==> src/design/ega_pkg.sv <==
// ----------------------------------------------------------------------------
// ega_pkg
// Types and constants shared by the epsilon-greedy arm selector modules.
// ----------------------------------------------------------------------------
`default_nettype none

package ega_pkg;

    // table and field sizes
    localparam int MAX_ARMS     = 128;
    localparam int MAX_CHANNELS = 8;
    localparam int ARM_W        = 7;
    localparam int CH_W         = 3;
    localparam int SCORE_W      = 16;
    localparam int ARMS_CFG_W   = 8;
    localparam int RATE_W       = 16;
    localparam int CHAN_CFG_W   = 4;
    localparam int CFG_IDX_W    = 2;
    localparam int CFG_DATA_W   = 16;

    // opcodes
    localparam logic OP_SELECT = 1'b0;
    localparam logic OP_REWARD = 1'b1;

    // configuration register indexes
    localparam logic [CFG_IDX_W-1:0] CFG_ACTIVE_ARMS     = 2'd0;
    localparam logic [CFG_IDX_W-1:0] CFG_EXPLORE_RATE    = 2'd1;
    localparam logic [CFG_IDX_W-1:0] CFG_ACTIVE_CHANNELS = 2'd2;

    // configuration reset values
    localparam logic [ARMS_CFG_W-1:0] ACTIVE_ARMS_RST     = 8'd100;
    localparam logic [RATE_W-1:0]     EXPLORE_RATE_RST    = 16'd6554;
    localparam logic [CHAN_CFG_W-1:0] ACTIVE_CHANNELS_RST = 4'd8;

    // score saturation limits
    localparam logic signed [SCORE_W-1:0] SCORE_MAX = 16'sh7FFF;
    localparam logic signed [SCORE_W-1:0] SCORE_MIN = 16'sh8000;

    typedef struct packed {
        logic              opcode;
        logic [RATE_W-1:0] random_fraction;
        logic [ARM_W-1:0]  random_arm;
        logic              delivered;
    } ega_in_t;

    typedef struct packed {
        logic [ARM_W-1:0]          chosen_arm;
        logic                      explored;
        logic [CH_W-1:0]           channel_index;
        logic signed [SCORE_W-1:0] arm_score;
    } ega_out_t;

    typedef struct packed {
        logic [ARMS_CFG_W-1:0] active_arms;
        logic [RATE_W-1:0]     explore_rate;
        logic [CHAN_CFG_W-1:0] active_channels;
    } ega_cfg_t;

    typedef struct packed {
        logic                      rd_en;
        logic [ARM_W-1:0]          rd_addr;
        logic                      wr_en;
        logic [ARM_W-1:0]          wr_addr;
        logic signed [SCORE_W-1:0] wr_data;
    } ega_mem_req_t;

    typedef enum logic [2:0] {
        ST_IDLE,
        ST_PICK,
        ST_EXP_RD,
        ST_SCAN,
        ST_REW_RD,
        ST_DONE
    } ega_state_t;

endpackage

`default_nettype wire

==> src/design/epsilon_greedy_arm_selector.sv <==
// ----------------------------------------------------------------------------
// epsilon_greedy_arm_selector
// Epsilon-greedy multi-armed bandit arm selector with a per-arm score table.
// Input channel s_*: one item per handshake. A select item explores with the
// supplied random arm when random_fraction is below explore_rate, otherwise
// exploits the first arm of highest score, and hands out a round-robin channel
// index; a reward item adds +1 or -1, saturating, to the last chosen arm.
// Result channel m_*: exactly one result item per input item, in order.
// Config channel cfg_*: always ready; write only while the block is idle.
// After acceptance an item passes the pick state, then a read state for an
// explore select or a reward, or, for an exploit select, a scan that reads the
// score memory one entry per cycle, before the result register loads; the
// next item is taken only after that, once the block is back in idle.
// When the receiver stalls, the result holds and one further finished item
// waits inside the block before the input stalls. Reset clears all scores to
// zero (per-entry valid flags, no clearing pass), the last arm and the channel
// counter, and loads the configuration defaults.
// ----------------------------------------------------------------------------
`default_nettype none

module epsilon_greedy_arm_selector (
    input  wire logic                              aclk,
    input  wire logic                              aresetn,
    input  wire logic                              s_valid,
    output logic                                   s_ready,
    input  wire ega_pkg::ega_in_t                  s_data,
    output logic                                   m_valid,
    input  wire logic                              m_ready,
    output ega_pkg::ega_out_t                      m_data,
    input  wire logic                              cfg_valid,
    output logic                                   cfg_ready,
    input  wire logic [ega_pkg::CFG_IDX_W-1:0]     cfg_index,
    input  wire logic [ega_pkg::CFG_DATA_W-1:0]    cfg_data
);
    import ega_pkg::*;

    logic [ARMS_CFG_W-1:0]     active_arms_reg;
    logic [RATE_W-1:0]         explore_rate_reg;
    logic [CHAN_CFG_W-1:0]     active_channels_reg;
    ega_cfg_t                  cfg;
    ega_mem_req_t              mem_req;
    logic signed [SCORE_W-1:0] mem_rd_data;

    assign cfg_ready = 1'b1;

    // configuration registers
    always_ff @(posedge aclk) begin
        if (!aresetn) begin
            active_arms_reg     <= ACTIVE_ARMS_RST;
            explore_rate_reg    <= EXPLORE_RATE_RST;
            active_channels_reg <= ACTIVE_CHANNELS_RST;
        end else if (cfg_valid) begin
            unique case (cfg_index)
                CFG_ACTIVE_ARMS:     active_arms_reg     <= cfg_data[ARMS_CFG_W-1:0];
                CFG_EXPLORE_RATE:    explore_rate_reg    <= cfg_data[RATE_W-1:0];
                CFG_ACTIVE_CHANNELS: active_channels_reg <= cfg_data[CHAN_CFG_W-1:0];
                default: begin
                end
            endcase
        end
    end

    assign cfg.active_arms     = active_arms_reg;
    assign cfg.explore_rate    = explore_rate_reg;
    assign cfg.active_channels = active_channels_reg;

    // sequencer
    ega_ctrl u_ctrl (
        .aclk        (aclk),
        .aresetn     (aresetn),
        .cfg         (cfg),
        .s_valid     (s_valid),
        .s_ready     (s_ready),
        .s_data      (s_data),
        .m_valid     (m_valid),
        .m_ready     (m_ready),
        .m_data      (m_data),
        .mem_req     (mem_req),
        .mem_rd_data (mem_rd_data)
    );

    // score table
    ega_score_mem u_score_mem (
        .aclk    (aclk),
        .aresetn (aresetn),
        .req     (mem_req),
        .rd_data (mem_rd_data)
    );

endmodule

`default_nettype wire

==> src/design/ega_score_mem.sv <==
// ----------------------------------------------------------------------------
// ega_score_mem
// Score table: one write port, one registered read port, per-entry valid
// bits so that entries never written read back as zero.
// ----------------------------------------------------------------------------
`default_nettype none

module ega_score_mem (
    input  wire logic                           aclk,
    input  wire logic                           aresetn,
    input  wire ega_pkg::ega_mem_req_t          req,
    output logic signed [ega_pkg::SCORE_W-1:0]  rd_data
);
    import ega_pkg::*;

    logic signed [SCORE_W-1:0] mem [MAX_ARMS];
    logic [MAX_ARMS-1:0]       valid_reg;
    logic signed [SCORE_W-1:0] q_reg;
    logic                      hit_reg;

    // storage array and read data
    always_ff @(posedge aclk) begin
        if (req.wr_en) begin
            mem[req.wr_addr] <= req.wr_data;
        end
        if (req.rd_en) begin
            q_reg <= mem[req.rd_addr];
        end
    end

    // written-entry flags, cleared at reset
    always_ff @(posedge aclk) begin
        if (!aresetn) begin
            valid_reg <= '0;
            hit_reg   <= 1'b0;
        end else begin
            if (req.wr_en) begin
                valid_reg[req.wr_addr] <= 1'b1;
            end
            if (req.rd_en) begin
                hit_reg <= valid_reg[req.rd_addr];
            end
        end
    end

    assign rd_data = hit_reg ? q_reg : '0;

endmodule

`default_nettype wire

==> src/design/ega_ctrl.sv <==
// ----------------------------------------------------------------------------
// ega_ctrl
// Item sequencer: explore decision, score scan, reward read-modify-write,
// round-robin channel counter and output register.
// ----------------------------------------------------------------------------
`default_nettype none

module ega_ctrl (
    input  wire logic                          aclk,
    input  wire logic                          aresetn,
    input  wire ega_pkg::ega_cfg_t             cfg,
    input  wire logic                          s_valid,
    output logic                               s_ready,
    input  wire ega_pkg::ega_in_t              s_data,
    output logic                               m_valid,
    input  wire logic                          m_ready,
    output ega_pkg::ega_out_t                  m_data,
    output ega_pkg::ega_mem_req_t              mem_req,
    input  wire logic signed [ega_pkg::SCORE_W-1:0] mem_rd_data
);
    import ega_pkg::*;

    ega_state_t                state_reg, state_next;
    ega_in_t                   item_reg;
    ega_out_t                  res_reg;
    ega_out_t                  out_reg;
    logic                      out_valid_reg;
    logic [ARM_W-1:0]          last_arm_reg;
    logic [CH_W-1:0]           chan_reg;
    logic [ARM_W-1:0]          issue_idx_reg;
    logic                      issue_done_reg;
    logic                      pend_reg;
    logic [ARM_W-1:0]          pend_idx_reg;
    logic [ARM_W-1:0]          best_arm_reg;
    logic signed [SCORE_W-1:0] best_score_reg;

    logic [ARMS_CFG_W-1:0]     arms_eff;
    logic [ARMS_CFG_W-1:0]     arms_m1;
    logic [CHAN_CFG_W-1:0]     chans_eff;
    logic                      explore;
    logic                      is_reward;
    logic [ARM_W-1:0]          explore_arm;
    logic [CH_W-1:0]           chan_use;
    logic [CHAN_CFG_W-1:0]     chan_inc;
    logic [CH_W-1:0]           chan_after;
    logic                      take_new;
    logic [ARM_W-1:0]          win_arm;
    logic signed [SCORE_W-1:0] win_score;
    logic signed [SCORE_W-1:0] rew_score;
    logic                      scan_last;
    logic                      out_load;

    // effective arm and channel counts
    always_comb begin
        if (cfg.active_arms == '0) begin
            arms_eff = ARMS_CFG_W'(1);
        end else if (cfg.active_arms > ARMS_CFG_W'(MAX_ARMS)) begin
            arms_eff = ARMS_CFG_W'(MAX_ARMS);
        end else begin
            arms_eff = cfg.active_arms;
        end
        if (cfg.active_channels == '0) begin
            chans_eff = CHAN_CFG_W'(1);
        end else if (cfg.active_channels > CHAN_CFG_W'(MAX_CHANNELS)) begin
            chans_eff = CHAN_CFG_W'(MAX_CHANNELS);
        end else begin
            chans_eff = cfg.active_channels;
        end
    end

    assign arms_m1   = arms_eff - ARMS_CFG_W'(1);
    assign is_reward = (item_reg.opcode == OP_REWARD);
    assign explore   = (item_reg.random_fraction < cfg.explore_rate);

    // exploration arm, clamped to the highest active arm
    assign explore_arm = ({1'b0, item_reg.random_arm} > arms_m1) ?
                         arms_m1[ARM_W-1:0] : item_reg.random_arm;

    // round robin, restarting when the count has shrunk to or below the counter
    assign chan_use   = ({1'b0, chan_reg} >= chans_eff) ? '0 : chan_reg;
    assign chan_inc   = {1'b0, chan_use} + CHAN_CFG_W'(1);
    assign chan_after = (chan_inc >= chans_eff) ? '0 : chan_inc[CH_W-1:0];

    // scan compare: first entry seeds, later ones win only when strictly larger
    assign take_new  = pend_reg && ((pend_idx_reg == '0) || (mem_rd_data > best_score_reg));
    assign win_arm   = take_new ? pend_idx_reg : best_arm_reg;
    assign win_score = take_new ? mem_rd_data : best_score_reg;
    assign scan_last = issue_done_reg && pend_reg;

    // saturating reward update
    always_comb begin
        if (item_reg.delivered) begin
            rew_score = (mem_rd_data == SCORE_MAX) ? mem_rd_data : mem_rd_data + 16'sd1;
        end else begin
            rew_score = (mem_rd_data == SCORE_MIN) ? mem_rd_data : mem_rd_data - 16'sd1;
        end
    end

    assign out_load = (state_reg == ST_DONE) && (!out_valid_reg || m_ready);

    // next state
    always_comb begin
        state_next = state_reg;
        unique case (state_reg)
            ST_IDLE: begin
                if (s_valid) begin
                    state_next = ST_PICK;
                end
            end
            ST_PICK: begin
                if (is_reward) begin
                    state_next = ST_REW_RD;
                end else if (explore) begin
                    state_next = ST_EXP_RD;
                end else begin
                    state_next = ST_SCAN;
                end
            end
            ST_EXP_RD: state_next = ST_DONE;
            ST_SCAN: begin
                if (scan_last) begin
                    state_next = ST_DONE;
                end
            end
            ST_REW_RD: state_next = ST_DONE;
            ST_DONE: begin
                if (out_load) begin
                    state_next = ST_IDLE;
                end
            end
            default: state_next = ST_IDLE;
        endcase
    end

    // outputs: handshake and memory requests
    always_comb begin
        s_ready         = 1'b0;
        mem_req         = '0;
        mem_req.rd_addr = issue_idx_reg;
        mem_req.wr_addr = last_arm_reg;
        mem_req.wr_data = rew_score;
        unique case (state_reg)
            ST_IDLE: s_ready = 1'b1;
            ST_PICK: begin
                if (is_reward) begin
                    mem_req.rd_en   = 1'b1;
                    mem_req.rd_addr = last_arm_reg;
                end else if (explore) begin
                    mem_req.rd_en   = 1'b1;
                    mem_req.rd_addr = explore_arm;
                end
            end
            ST_SCAN: mem_req.rd_en = !issue_done_reg;
            ST_REW_RD: mem_req.wr_en = 1'b1;
            ST_EXP_RD, ST_DONE: begin
            end
            default: begin
            end
        endcase
    end

    // state and control registers
    always_ff @(posedge aclk) begin
        if (!aresetn) begin
            state_reg      <= ST_IDLE;
            out_valid_reg  <= 1'b0;
            last_arm_reg   <= '0;
            chan_reg       <= '0;
            issue_done_reg <= 1'b0;
            pend_reg       <= 1'b0;
        end else begin
            state_reg <= state_next;
            if (out_load) begin
                out_valid_reg <= 1'b1;
            end else if (m_ready) begin
                out_valid_reg <= 1'b0;
            end
            if (state_reg == ST_PICK && !is_reward) begin
                chan_reg <= chan_after;
                if (explore) begin
                    last_arm_reg <= explore_arm;
                end
            end
            if (state_reg == ST_SCAN && scan_last) begin
                last_arm_reg <= win_arm;
            end
            // scan sequencing
            if (state_reg == ST_PICK) begin
                issue_done_reg <= 1'b0;
                pend_reg       <= 1'b0;
            end else if (state_reg == ST_SCAN) begin
                pend_reg <= !issue_done_reg;
                if (!issue_done_reg && (issue_idx_reg == arms_m1[ARM_W-1:0])) begin
                    issue_done_reg <= 1'b1;
                end
            end
        end
    end

    // payload registers
    always_ff @(posedge aclk) begin
        if (state_reg == ST_IDLE && s_valid) begin
            item_reg <= s_data;
        end
        if (state_reg == ST_PICK) begin
            issue_idx_reg          <= '0;
            res_reg.chosen_arm     <= is_reward ? last_arm_reg : explore_arm;
            res_reg.explored       <= !is_reward && explore;
            res_reg.channel_index  <= is_reward ? '0 : chan_use;
        end
        if (state_reg == ST_SCAN) begin
            if (!issue_done_reg) begin
                issue_idx_reg <= issue_idx_reg + ARM_W'(1);
            end
            pend_idx_reg   <= issue_idx_reg;
            best_arm_reg   <= win_arm;
            best_score_reg <= win_score;
            if (scan_last) begin
                res_reg.chosen_arm <= win_arm;
                res_reg.arm_score  <= win_score;
            end
        end
        if (state_reg == ST_EXP_RD) begin
            res_reg.arm_score <= mem_rd_data;
        end
        if (state_reg == ST_REW_RD) begin
            res_reg.arm_score <= rew_score;
        end
        if (out_load) begin
            out_reg <= res_reg;
        end
    end

    assign m_valid = out_valid_reg;
    assign m_data  = out_reg;

endmodule

`default_nettype wire

==> config.mk <==
export PLATFORM = sky130hd
export DESIGN_NAME = epsilon_greedy_arm_selector
export DESIGN_NICKNAME = d
export VERILOG_FILES = /design/src/design/ega_pkg.sv /design/src/design/epsilon_greedy_arm_selector.sv /design/src/design/ega_score_mem.sv /design/src/design/ega_ctrl.sv
export SDC_FILE = /design/constraint.sdc
export NUM_CORES = 2
export LEC_CHECK = 0
export ABC_CLOCK_PERIOD_IN_PS = 9890
export BUFFER_PORTS_ARGS = -buffer_cell sky130_fd_sc_hd__buf_2
export CORE_MARGIN = 1
export CORE_UTILIZATION = 63
export DETAILED_ROUTE_END_ITERATION = 10
export GPL_TIMING_DRIVEN = 0
export PLACE_DENSITY = 0.8
export REMOVE_ABC_BUFFERS = 1
export SETUP_SLACK_MARGIN = 0.05
export SLEW_MARGIN = 20
export SYNTH_ARGS = -nofsm -noshare
export SYNTH_HDL_FRONTEND = slang
export SYNTH_SLANG_ARGS = --single-unit
==> constraint.sdc <==
create_clock -name aclk -period 9.89 [get_ports aclk]
set_input_delay 0 -clock aclk [delete_from_list [all_inputs] [get_ports aclk]]
set_output_delay 0 -clock aclk [all_outputs]
set_load 0.02 [all_outputs]
==> out/results.ini <==
[grt]
grt_pass1_wl_um=409600
antenna_found_initial=10
track_usage_pct=36.11
grt_max_degree=116
grt_remaining_overflow=0
grt_pass1_vias=65910

[worst_setup_path]
slowest_stage=o211a_4
crit_type=flop to flop
worst-path-buf-inv=7
cp_top_family=compound AO/OA/AOI/OAI gates
required_ns=10.47
cp-end-kind=flop
arrival_ns=9.14
critPathLaunchType=flop
worst-path-max-fanout=58
slowest_delay_ns=0.66

[placement]
place_inst=9395
gp_congestion=0.8891
io_buffers=76
place_ws_ns=1.637
dp_hpwl_um=171300
dpl_cell_area_um2=103300

[finish]
final_nets=7807
area_delta_synth_final_pct=16.25
drive_above_1_share_pct=12.82
final_area_um2=111600
stdcell_count=9925
fillers=8247
largest_register_ffs=2048
final_core_util_pct=74.15

[timing]
tightestPinTransition_ns=1.353
finalHoldViolCount=0
worst_slack_ns=1.332
slew_viol_final=0
clock_skew_ns=0.05110
fin_crit_sh_pct=86.53
timing.final.crit_period_ns=8.558
maxSlewHeadroom_pct=8.978
grt_setup_unrepaired=no
fmax_ghz=0.1168
setup_viol=0

[logic_synthesis]
syn_area_um2=95980
ys_ff_latch=2353
seq_area_frac_synth_pct=71.66
synthCells=7405
yosysUniqueCellTypes=87
synth-async-reset-ratio_pct=0
yosys_warnings=0
synth_area_per_cell_um2=12.96
synth_edf_count=2166
ys.flop_type=edfxtp_1

[die]
io_pins=78
die-height_um=392.3
rows=142
die_area_um2=153900
start_util_pct=63.78
core_um2=150500
dieWidth_um=392.3

[route]
drc=0
drt_wl_total_um=279600
ant_nets=0
wire_per_inst_um=28.18
dr.first_iter.drc_count=11890
via_per_inst=6.789
dr.pass1.iters=7
vias=67380

[worst_hold_path]
hold_path_class=input pin to flop

[clock_network]
cts_buffer_depth=3
cts_tree=yes
cts_hold_buf=107
cts_sinks=2353
clk_pin_slew_ns=0.07
clockRootBuffer=clkbuf_16
post_cts_buffers=0
cts-buffers-inserted=220
ctsHtreeMaxLevel=4
post_cts_resized=0
clock_latency_ns=0.88

[run]
maxCapViolCount=0

[power]
power_leakage_uw=0.03886
powerDensity_nw_per_um2=300.0
ir_drop_mv=0.2453

[outcome]
status=completed

==> worst min-delay path, delay by kind of cell <==
kind,cells,cell delay [ns]
compound gates,1,0.19
buf+inv,2,0.64
simple gates,1,0.08
==> per-stage QoR <==
stage | hold slack, ns | TNS [ns] | power, uW
5_1_grt | 0.1065 | 0 | 34240
6_report | 0.1024 | 0 | 33470
2_1_floorplan | 0.06194 | -341.81 | 21290
3_3_place_gp | 0.1790 | -7130.26 | 24090
3_5_place_dp | 0.1781 | 0 | 24540
4_1_cts | 0.03115 | 0 | 32970
==> routing by layer <==
| metal | part of all wire (%) | vias to the layer above | track usage [%] |
|---|---|---|---|
| li1 | - | 27890 | - |
| met1 | 33 | 32390 | 45.57 |
| met2 | 46 | 5753 | 56.26 |
| met3 | 13 | 1340 | 8.686 |
| met4 | 7.7 | 8 | 23.30 |
| met5 | 0.021 | - | 0 |
==> logic make-up after synthesis <==
| kind of cell | after synthesis | synth area share [%] |
|---|---|---|
| multiplexers | 401 | 4.356 |
| buffers and inverters | 565 | 2.896 |
| AO/OA/AOI/OAI | 835 | 5.874 |
| AND/OR/NAND/NOR | 3181 | 14.38 |
| adder cells (fa/ha/maj) | 51 | 0.6648 |
| XOR/XNOR | 18 | 0.1643 |
| flip-flops | 2353 | 71.66 |
| other | 1 | 0.003907 |
==> placed cells by master, fill, tap and decap left out, drive strengths merged, types with 9 or more instances in the layout <==
cell type	netlist	routed
edfxtp	2166	2166
nand2	1759	1759
nand3	1019	1019
buf	322	448
mux2i	360	360
clkbuf	152	317
a21oi	266	266
nor2	202	202
dfxtp	187	187
o21a	140	140
dlygate4sd3	0	107
inv	89	94
a211oi	88	88
o21ai	88	88
clkinv	2	76
ha	51	51
nor4	51	51
a2111oi	36	36
a311oi	32	32
mux2	31	31
nand4	30	30
nor2b	29	29
a31oi	29	29
nor3	21	21
o211ai	19	19
o221ai	17	17
nor4b	16	16
a2bb2oi	16	16
o2111ai	15	15
a22oi	15	15
xnor2	15	15
bufinv	0	14
a21boi	13	13
and2	11	11
mux4	10	10
or3	10	10
a221oi	9	9
==> final cells by class <==
class                      instances  area, um^2  area share (%)
sequential                      2353       68790           61.65
multi-input combinational       4487       25230           22.61
timing repair buffer             555        7527           6.746
clock buffer                     317        6280           5.628
tap                             2016        2522           2.261
clock inverter                   101       885.9          0.7939
inverter                          91       342.8          0.3072
antenna                            5       12.51         0.01121
==> synth_stat cells, types with 29 or more instances <==
| cell type | number | share of area, % |
|---|---|---|
| edfxtp_1 | 2166 | 68 |
| nand3_1 | 1019 | 5.3 |
| a311oi_1 | 32 | 0.29 |
| clkbuf_1 | 151 | 0.59 |
| mux2i_1 | 360 | 3.8 |
| buf_4 | 43 | 0.34 |
| buf_1 | 30 | 0.12 |
| buf_2 | 220 | 1.1 |
| dfxtp_1 | 187 | 3.9 |
| nor2_1 | 200 | 0.78 |
| a31oi_1 | 29 | 0.19 |
| nand4_1 | 30 | 0.20 |
| nand2_1 | 1755 | 6.9 |
| nor4_1 | 51 | 0.33 |
| buf_6 | 29 | 0.34 |
| a21oi_1 | 265 | 1.4 |
| a211oi_1 | 86 | 0.67 |
| o21a_1 | 140 | 1.1 |
| ha_1 | 51 | 0.66 |
| o21ai_0 | 85 | 0.44 |
| a2111oi_0 | 34 | 0.31 |
| mux2_2 | 30 | 0.35 |
| inv_1 | 89 | 0.35 |
| nor2b_1 | 29 | 0.19 |
==> power breakdown <==
part           internal (uW)  switching (uW)
Combinational           3800            8140
Sequential             12900             161
Clock                   4770            3690
==> path summary, 6_finish.rpt <==
kind / start / end / slack [ns] / cells after the start
hold / removal: m_ready / u_ctrl.m_valid / 0.10 / 4
setup / recovery: active_arms_reg[3] / u_score_mem.q_reg[4] / 1.33 / 26
hold reg to reg: u_ctrl.res_reg[3] / u_ctrl.m_data[3] / 0.42 / 0
setup reg to reg: active_arms_reg[3] / u_score_mem.q_reg[4] / 1.33 / 26
Power figures use the tool's default switching activity.
